`src/design/assert_macros.svh`:
```
// assertion macros used by the rtl top level
// no dependencies; assertions drop out when SYNTH is defined
`ifndef ASSERT_MACROS_SVH
`define ASSERT_MACROS_SVH

`ifndef SYNTH
// implication checked in the next cycle
`define ASSERT_NEXT(label, clk, rst, ante, cons) \
   label: assert property (@(posedge clk) disable iff (rst) (ante) |=> (cons)) \
      else $error("assertion failed: next-cycle check");
// implication checked in the same cycle
`define ASSERT_SAME(label, clk, rst, ante, cons) \
   label: assert property (@(posedge clk) disable iff (rst) (ante) |-> (cons)) \
      else $error("assertion failed: same-cycle check");
`else
`define ASSERT_NEXT(label, clk, rst, ante, cons)
`define ASSERT_SAME(label, clk, rst, ante, cons)
`endif

`endif

```
`src/design/bqd_pkg.sv`:
```
// shared types and constants for the saturating biquad
// no dependencies
package bqd_pkg;

   localparam int SAMPLE_W           = 16;
   localparam int COEF_W             = 32;
   localparam int PROD_W             = COEF_W + SAMPLE_W;
   // five products summed: three guard bits
   localparam int ACC_W              = PROD_W + 3;
   localparam int CSR_INDEX_W        = 3;
   localparam int COEF_FRAC_BITS_DEF = 28;

   localparam logic signed [SAMPLE_W-1:0] SAMPLE_MAX = {1'b0, {(SAMPLE_W-1){1'b1}}};
   localparam logic signed [SAMPLE_W-1:0] SAMPLE_MIN = {1'b1, {(SAMPLE_W-1){1'b0}}};

   typedef enum logic [CSR_INDEX_W-1:0] {
      REG_ENABLE  = 3'd0,
      REG_COEF_B0 = 3'd1,
      REG_COEF_B1 = 3'd2,
      REG_COEF_B2 = 3'd3,
      REG_COEF_A1 = 3'd4,
      REG_COEF_A2 = 3'd5
   } csr_reg_type;

   typedef struct packed {
      logic                     enable;
      logic signed [COEF_W-1:0] b0;
      logic signed [COEF_W-1:0] b1;
      logic signed [COEF_W-1:0] b2;
      logic signed [COEF_W-1:0] a1;
      logic signed [COEF_W-1:0] a2;
   } cfg_type;

   typedef struct packed {
      logic signed [SAMPLE_W-1:0] x1;
      logic signed [SAMPLE_W-1:0] x2;
      logic signed [SAMPLE_W-1:0] y1;
      logic signed [SAMPLE_W-1:0] y2;
   } hist_type;

endpackage

```
`src/design/bqd_csr.sv`:
```
// configuration register file of the biquad
// depends on bqd_pkg
module bqd_csr (
   input  logic                             clock,
   input  logic                             reset,
   input  logic                             csr_valid,
   output logic                             csr_ready,
   input  logic [bqd_pkg::CSR_INDEX_W-1:0]  csr_index,
   input  logic [bqd_pkg::COEF_W-1:0]       csr_data,
   output bqd_pkg::cfg_type                 cfg,
   output logic                             hist_clear
);

   bqd_pkg::cfg_type cfg_ff, cfg_in;
   logic             hit;

   assign csr_ready = 1'b1;

   always_comb begin
      cfg_in = cfg_ff;
      hit    = 1'b0;
      if (csr_valid) begin
         hit = 1'b1;
         case (csr_index)
            bqd_pkg::REG_ENABLE:  cfg_in.enable = csr_data[0];
            bqd_pkg::REG_COEF_B0: cfg_in.b0     = csr_data;
            bqd_pkg::REG_COEF_B1: cfg_in.b1     = csr_data;
            bqd_pkg::REG_COEF_B2: cfg_in.b2     = csr_data;
            bqd_pkg::REG_COEF_A1: cfg_in.a1     = csr_data;
            bqd_pkg::REG_COEF_A2: cfg_in.a2     = csr_data;
            default:              hit           = 1'b0;
         endcase
      end
   end

   always_ff @(posedge clock) begin
      if (reset) begin
         cfg_ff <= '0;
      end else begin
         cfg_ff <= cfg_in;
      end
   end

   assign cfg        = cfg_ff;
   assign hist_clear = hit;

endmodule

```
`config.mk`:
```
export PLATFORM = sky130hd
export DESIGN_NAME = bqd_csr
export DESIGN_NICKNAME = d
export VERILOG_FILES = /design/src/design/assert_macros.svh /design/src/design/bqd_pkg.sv /design/src/design/bqd_csr.sv
export SDC_FILE = /design/constraint.sdc
export NUM_CORES = 1
export LEC_CHECK = 0
export ABC_AREA = 0
export BUFFER_PORTS_ARGS = -buffer_cell sky130_fd_sc_hd__clkbuf_2
export CAP_MARGIN = 20
export CORE_ASPECT_RATIO = 2
export CORE_UTILIZATION = 45
export DETAILED_ROUTE_END_ITERATION = 10
export GPL_TIMING_DRIVEN = 0
export PLACE_DENSITY = 0.81
export SLEW_MARGIN = 10
export SYNTH_ARGS = -nofsm -noshare
export SYNTH_HDL_FRONTEND = slang
export SYNTH_SLANG_ARGS = --single-unit
```
`constraint.sdc`:
```
create_clock -name clock -period 2.6 [get_ports clock]
set_input_delay 0.52 -clock clock [delete_from_list [all_inputs] [get_ports clock]]
set_output_delay 0.52 -clock clock [all_outputs]
set_load 0.005 [all_outputs]
```
# Word-level counts from Yosys, hierarchy flattened

Index checks and enable logic that the tools add are counted.
Widths: inputs -> output; s select.

Equality and inequality tests: 5
Mux-type cells: 2
Reduce and logical (&&, ||, !) cells: 8

Operators with widths:

| cell               | number |
|---|---|
| $reduce_and 2->1   | 6 |
| $eq 3x2->1 const B | 2 |
| $eq 3x3->1 const B | 2 |
| $reduce_or 6->1    | 1 |
| $eq 3x1->1 const B | 1 |
| $logic_not 3->1    | 1 |
| $mux 1             | 2 |

Register bits: 161
Output and inout port bits: 163

# Longest topological paths before layout

Gate-level depths: netlist of run 1.

Depth after elaboration: 4
Gate-level depth with buffers: 5

# Least setup slack after synthesis of run 1

No wires, ideal clock.

Kind: in2reg
Start point: in csr_index[2] (netlist name)
End point: reg cfg_ff, in the netlist cfg[135]
Setup time: 0.072 ns
Data arrival time: 1.351 ns
Required time: 2.528 ns
Path slack: 1.177 ns
Stages on the path: 5
Buffers on the path: 3
Path through: buf_6 -> and4bb_1 -> buf_6 -> buf_12 -> mux2i_1

Word-level cells in the longest chain between the ends: 2

RTL lines:

| element                    | RTL line      | text |
|---|---|---|
| start: declaration         | bqd_csr.sv:8  | `input logic [bqd_pkg::CSR_INDEX_W-1:0] csr_index,` |
| $eq 3x1->1                 | bqd_csr.sv:24 | `case (csr_index)` |
| $reduce_and 2->1 (no line) | --            |  |
| end signal: assignment     | bqd_csr.sv:40 | `cfg_ff <= cfg_in;` |
| end: declaration           | bqd_csr.sv:14 | `bqd_pkg::cfg_type cfg_ff, cfg_in;` |

No other way between the ends.
A chain may end at the register's enable or synchronous reset.

# Worst setup path after layout of run 1

Start point: in csr_valid
End point: out hist_clear

Word-level cells in the longest chain between the ends: 1

RTL lines:

| element            | RTL line      | text |
|---|---|---|
| start: declaration | bqd_csr.sv:6  | `input logic csr_valid,` |
| $mux 1             | bqd_csr.sv:22 | `if (csr_valid) begin` |
| end: declaration   | bqd_csr.sv:11 | `output logic hist_clear` |

No other way between the ends.

==> results of run 1 <==
[metal layers]
| metal | global-route usage [%] | vias to the layer above | routed length (um) |
|---|---|---|---|
| li1 | - | 2308 | - |
| met1 | 23.0 | 2244 | 6110 |
| met2 | 44.2 | 137 | 9390 |
| met3 | 4.32 | 35 | 587 |
| met4 | 12.0 | 0 | 609 |
| met5 | 0 | - | 0 |
[layout by cell type (no fill, tap or decap)]
cell type,count
clkbuf_1,21
mux2i_1,161
clkbuf_16,17
a21boi_0,1
nand4b_4,2
clkbuf_2,194
bufinv_16,2
buf_4,6
buf_2,5
clkinv_2,3
inv_8,2
inv_6,2
clkinvlp_4,4
dfxtp_1,161
buf_6,12
clkinv_4,1
nand4bb_1,3
buf_12,1
nor4b_1,1
and4bb_1,2
nand2b_1,193
conb_1,1
[logic make-up after synthesis]
group           count (synthesis)  share of synthesized area (%)
buf+inv                        44                           4.64
other cells                     1                         0.0580
mux                           161                           24.9
compound gates                  1                          0.116
flops                         161                           49.8
simple gates                  201                           20.4
[layout make-up]
cell class | instances | area, um^2
fill | 1253 | 5710
sequential | 161 | 3220
multi-input combinational | 364 | 2950
timing repair buffer | 194 | 971
clock buffer | 18 | 429
buffer | 44 | 300
tap | 189 | 236
clock inverter | 14 | 154
[report_power, final]
part | internal (W) | switching (W)
clock network | 0.00143 | 0.00106
registers | 0.00252 | 0.0000297
logic | 0.000181 | 0.000193
total | 0.00413 | 0.00128
[critical path, delay by kind of cell]
kind,cells,cell delay [ps]
AOI/OAI and AO/OA,1,190
buffers and inverters,2,300
[through the flow]
stage	utilization (%)	total power (W)	area, um^2
global route	59.1	0.00559	8260
CTS	59.1	0.00546	8260
global placement	55.0	0.00298	7680
floorplan	-	0.00283	6470
detailed placement	55.0	0.00299	7680
finish	59.1	0.00541	8260
[worst paths after layout]
path / cells past startpoint / startpoint / slack, ps / end
worst min register to register: 2 / cfg[5]$_SDFFE_PP0P_ / 470 / cfg[5]$_SDFFE_PP0P_
worst max register to register: 2 / cfg[146]$_SDFFE_PP0P_ / 1950 / cfg[146]$_SDFFE_PP0P_
worst max-delay path: 3 / csr_valid / 1070 / hist_clear
worst min-delay path: 3 / csr_index[2] / 440 / cfg[160]$_SDFFE_PP0P_
==> key figures, run 1 <==
STA
  • Setup-failing EPs final: 0
  • Final period utilization: 58.9%
  • Number of max-slew violations in the final report: 0
  • Final Hold Viols: 0
  • Actual slew at the worst max-slew pin: 549 ps
  • Fin Hold WS: 442 ps
  • Maximum clock rate: 0.653 GHz
  • Slew HR: 63.4%
  • Skew final: 0 ps
  • Crit path time final: 1530 ps
  • Worst setup margin: 1070 ps
  • Final TNS setup: 0 ps
  • RSZ-0062 raised after global routing: false

Global routing
  • Largest net degree at the start of global routing: 17
  • GRT Util Overall: 23.1%
  • GRT overflow: 0
  • Initial antenna violation count: 0
  • Vias in the first global route: 4715
  • Global-route wire length before repair: 25400 um

Clocking
  • Post-CTS Setup Repair Bufs: 0
  • Clock latency on the worst-skew pair: 400 ps
  • CTS resizes: 0
  • Clk sinks: 161
  • CTS tree: done
  • Hold-fix buffers, CTS: 0
  • Number of CTS-inserted buffers: 17
  • Clk root buf: clkbuf_16
  • Max clock buf depth: 2
  • Reg clk slew, reported paths: 60 ps
  • CTS H-tree lvls: 4

Setup path
  • Top fanout value on the critical path: 9
  • Crit end category: primary output
  • Data arrival, critical path: 1010 ps
  • CP max stage delay: 190 ps
  • Slowest CP cell: a21boi_0
  • Setup CP Type: input pin to primary output
  • Worst path cell trace: buf_4 > a21boi_0 > clkbuf_2
  • CP Data Required Time: 2080 ps
  • Kind of start point of the critical path: input pin

Logic synthesis
  • Most frequent cell after synthesis: nand2b_1
  • Commonest cells in the netlist: nand2b_1 (193), dfxtp_1 (161), mux2i_1 (161)
  • Ys flop type: dfxtp_1
  • Post-synth top area share: 49.8%
  • Cells after synthesis: 569
  • Yosys reg bits: 161
  • Synth top area cells: dfxtp_1 (50%), mux2i_1 (25%), nand2b_1 (19%), buf_6 (2.1%), clkbuf_1 (1.2%)
  • Post-synth EDFFs: 0
  • Syn nets: 607
  • Synth Cell Area: 6470 um^2
  • Synth Warn #: 0
  • Leading area contributor after synthesis: dfxtp_1
  • Sequential-to-total area share from yosys stat: 49.8%
  • Avg Cell Area, Syn: 11.4 um^2
  • Ys async rst share: 0%
  • Netlist cell types: 14

Pwr
  • Cell area power density: 655 nW/um^2
  • Max rail drop VDD: 0.443 mV
  • Leak: 4.24 nW

Routing
  • DR vias/cell: 4.80
  • Via count: 4724
  • Post-route ant nets: 0
  • Router iterations before antenna repair: 4
  • DRC viols: 0
  • Drt wl/cell: 17.0 um
  • DR iter-0 viols: 148
  • Routed WL: 16700 um

Die
  • Initial Util: 46.3%
  • DIE AREA: 14900 um^2
  • Site Rows: 61
  • Die Ht: 172 um
  • Boundary Pins: 201
  • Core Area: 14000 um^2
  • Die span in x: 86.8 um

Place
  • Port Buffers: 194
  • GP Congestion: 0.787
  • Dpl hpwl: 12500 um
  • Setup slack at placement: 777 ps
  • Placed cells: 952

Run status
  • Status: finished clean

Cells and area
  • Final #Nets: 820
  • Area grow syn2layout: 27.7%
  • Max reg flops: 161
  • Layout Cells excl Fill: 984
  • # diodes: 0
  • Fraction of layout cells with a size suffix above 1: 31.6%

Hold path
  • Worst hold path type: input pin to flop

Flow run
  • MaxCap Viol Count: 0
No activity file was read; power rests on OpenSTA's default activity.
==> run 2: changes to the inputs <==
- PLACE_DENSITY: 0.81 -> 0.83
- clock period: 2.6 -> 1.4 ns (I/O delays scaled with it)
==> key figures, run 2 (same netlist as run 1, synthesis figures left out) <==
Run status
  • Status: finished clean

Cells and area
  • Fraction of layout cells with a size suffix above 1: 31.7% (+0.13 points)
  • Max reg flops: 161 (unchanged)
  • Commonest cells after routing, fill and taps aside: clkbuf_2 (194), nand2b_1 (193), mux2i_1 (161), dfxtp_1 (161), clkbuf_1 (20)
  • Multi-input logic area: 2950 um^2 (unchanged)
  • Sequential cell area: 3220 um^2 (unchanged)
  • # diodes: 0 (unchanged)
  • Final #Nets: 820 (unchanged)
  • Commonest non-fill, non-tap cell in the layout: clkbuf_2
  • Layout Cells excl Fill: 984 (unchanged)
  • Fillers: 1242 (-0.88%)
  • Area grow syn2layout: 27.7% (about the same)

Die
  • Boundary Pins: 201 (unchanged)
  • Initial Util: 46.3% (unchanged)
  • Core Area: 14000 um^2 (unchanged)
  • DIE AREA: 14900 um^2 (unchanged)
  • Site Rows: 61 (unchanged)
  • Die Ht: 172 um (unchanged)
  • Die span in x: 86.8 um (unchanged)

Routing
  • Via count: 4773 (+1.0%)
  • DRC viols: 0 (unchanged)
  • Routed WL: 17000 um (+2.0%)
  • Post-route ant nets: 0 (unchanged)
  • Router iterations before antenna repair: 4 (unchanged)
  • Drt wl/cell: 17.3 um (+2.0%)
  • DR iter-0 viols: 187 (+26%)
  • DR vias/cell: 4.85 (+1.0%)

Clocking
  • Reg clk slew, reported paths: 70 ps (about the same)
  • Number of CTS-inserted buffers: 17 (unchanged)
  • Post-CTS Setup Repair Bufs: 0 (unchanged)
  • Clock latency on the worst-skew pair: 430 ps (+30 ps)
  • Clk root buf: clkbuf_16
  • Hold-fix buffers, CTS: 0 (unchanged)
  • CTS resizes: 0 (unchanged)
  • Max clock buf depth: 2 (unchanged)
  • CTS tree: done
  • CTS H-tree lvls: 4 (unchanged)
  • Clk sinks: 161 (unchanged)

Global routing
  • Global-route wire length before repair: 25800 um (+1.4%)
  • Largest net degree at the start of global routing: 17 (unchanged)
  • GRT overflow: 0 (unchanged)
  • Vias in the first global route: 4913 (+4.2%)
  • Initial antenna violation count: 0 (unchanged)
  • GRT Util Overall: 23.6% (+0.46 points)

Place
  • Port Buffers: 194 (unchanged)
  • Placed cells: 952 (unchanged)
  • GP Congestion: 0.812 (+3.1%)
  • Dpl hpwl: 12600 um (+0.15%)

Flow run
  • MaxCap Viol Count: 0 (unchanged)

STA
  • Final TNS setup: 0 ps (unchanged)
  • Skew final: 0 ps (unchanged)
  • Final period utilization: 86.7%
  • Maximum clock rate: 0.824 GHz
  • Crit path time final: 1210 ps
  • Number of max-slew violations in the final report: 0 (unchanged)
  • Final Hold Viols: 0 (unchanged)
  • RSZ-0062 raised after global routing: false
  • Setup-failing EPs final: 0 (unchanged)

Setup path
  • Top fanout value on the critical path: 2 (-7)
  • Worst path cell trace: clkbuf_2
  • CP max stage delay: 370 ps (+180 ps)
  • Kind of start point of the critical path: flop
  • CP Data Required Time: 1120 ps (-960 ps)
  • Setup CP Type: flop to primary output
  • Crit path buf inv count: 1 (-1)
  • Crit end category: primary output
  • Top delay family on crit path: flip-flops
  • Slowest CP cell: dfxtp_1
  • Data arrival, critical path: 930 ps (-80 ps)

Pwr
  • Cell area power density: 1210 nW/um^2 (+85%)
  • Leak: 4.25 nW (about the same)
  • Max rail drop VDD: 0.870 mV (+97%)

Hold path
  • Worst hold path type: input pin to flop
[run 2: cell types whose count changed in the layout (fill, tap and decap cells not counted)]
cell        previous run  this run
clkinv_4               1         6
clkbuf_8               0         2
clkinv_2               3         1
clkinvlp_4             4         2
inv_8                  2         0
bufinv_16              2         1
clkbuf_1              21        20
inv_6                  2         3
[run 2: metrics by stage]
| step | instance area (um^2) | hold slack, ps | power (W) | worst slack (ps) | util (%) |
|---|---|---|---|---|---|
| floorplan | 6470 | 465 | 0.00525 | 217 | - |
| global placement | 7680 | 458 | 0.00553 | -161 | 55.0 |
| detailed placement | 7680 | 461 | 0.00555 | -152 | 55.0 |
| CTS | 8260 | 166 | 0.0101 | 158 | 59.1 |
| global route | 8260 | 200 | 0.0103 | 154 | 59.1 |
| finish | 8260 | 181 | 0.00999 | 187 | 59.1 |
[run 2: path summary, 6_finish.rpt]
check | start | to | slack [ps] | cells after the start
setup / recovery | cfg[94]$_SDFFE_PP0P_ | cfg[94] | 190 | 1
hold / removal | csr_index[2] | cfg[160]$_SDFFE_PP0P_ | 180 | 3
setup reg to reg | cfg[127]$_SDFFE_PP0P_ | cfg[127]$_SDFFE_PP0P_ | 730 | 2
hold reg to reg | cfg[120]$_SDFFE_PP0P_ | cfg[120]$_SDFFE_PP0P_ | 470 | 2
[run 2: worst min-delay path: cells and delay by family]
family,cells,cell delay (ps)
AND/OR/NAND/NOR,1,60
buffers and inverters,1,110
multiplexers,1,110
[run 2: layer usage]
layer	vias to the layer above	wire [um]	track usage, %
li1	2306	-	-
met1	2262	6290	23.0
met2	152	9310	43.9
met3	53	555	4.56
met4	0	860	15.3
met5	-	0	0
[run 2: power by group]
part / total, W / internal [W] / switching (W)
clock: 0.00455 / 0.00257 / 0.00198
combinational: 0.000696 / 0.000336 / 0.000360
sequential: 0.00474 / 0.00468 / 0.0000559
[run 2: final cells by class]
cell class	instances	share of cell area [%]
Sequential cell	161	39.0
Tap cell	189	2.86
Multi-Input combinational cell	364	35.7
Buffer	44	3.64
Timing Repair Buffer	194	11.8
Clock inverter	13	1.56
Clock buffer	19	5.48
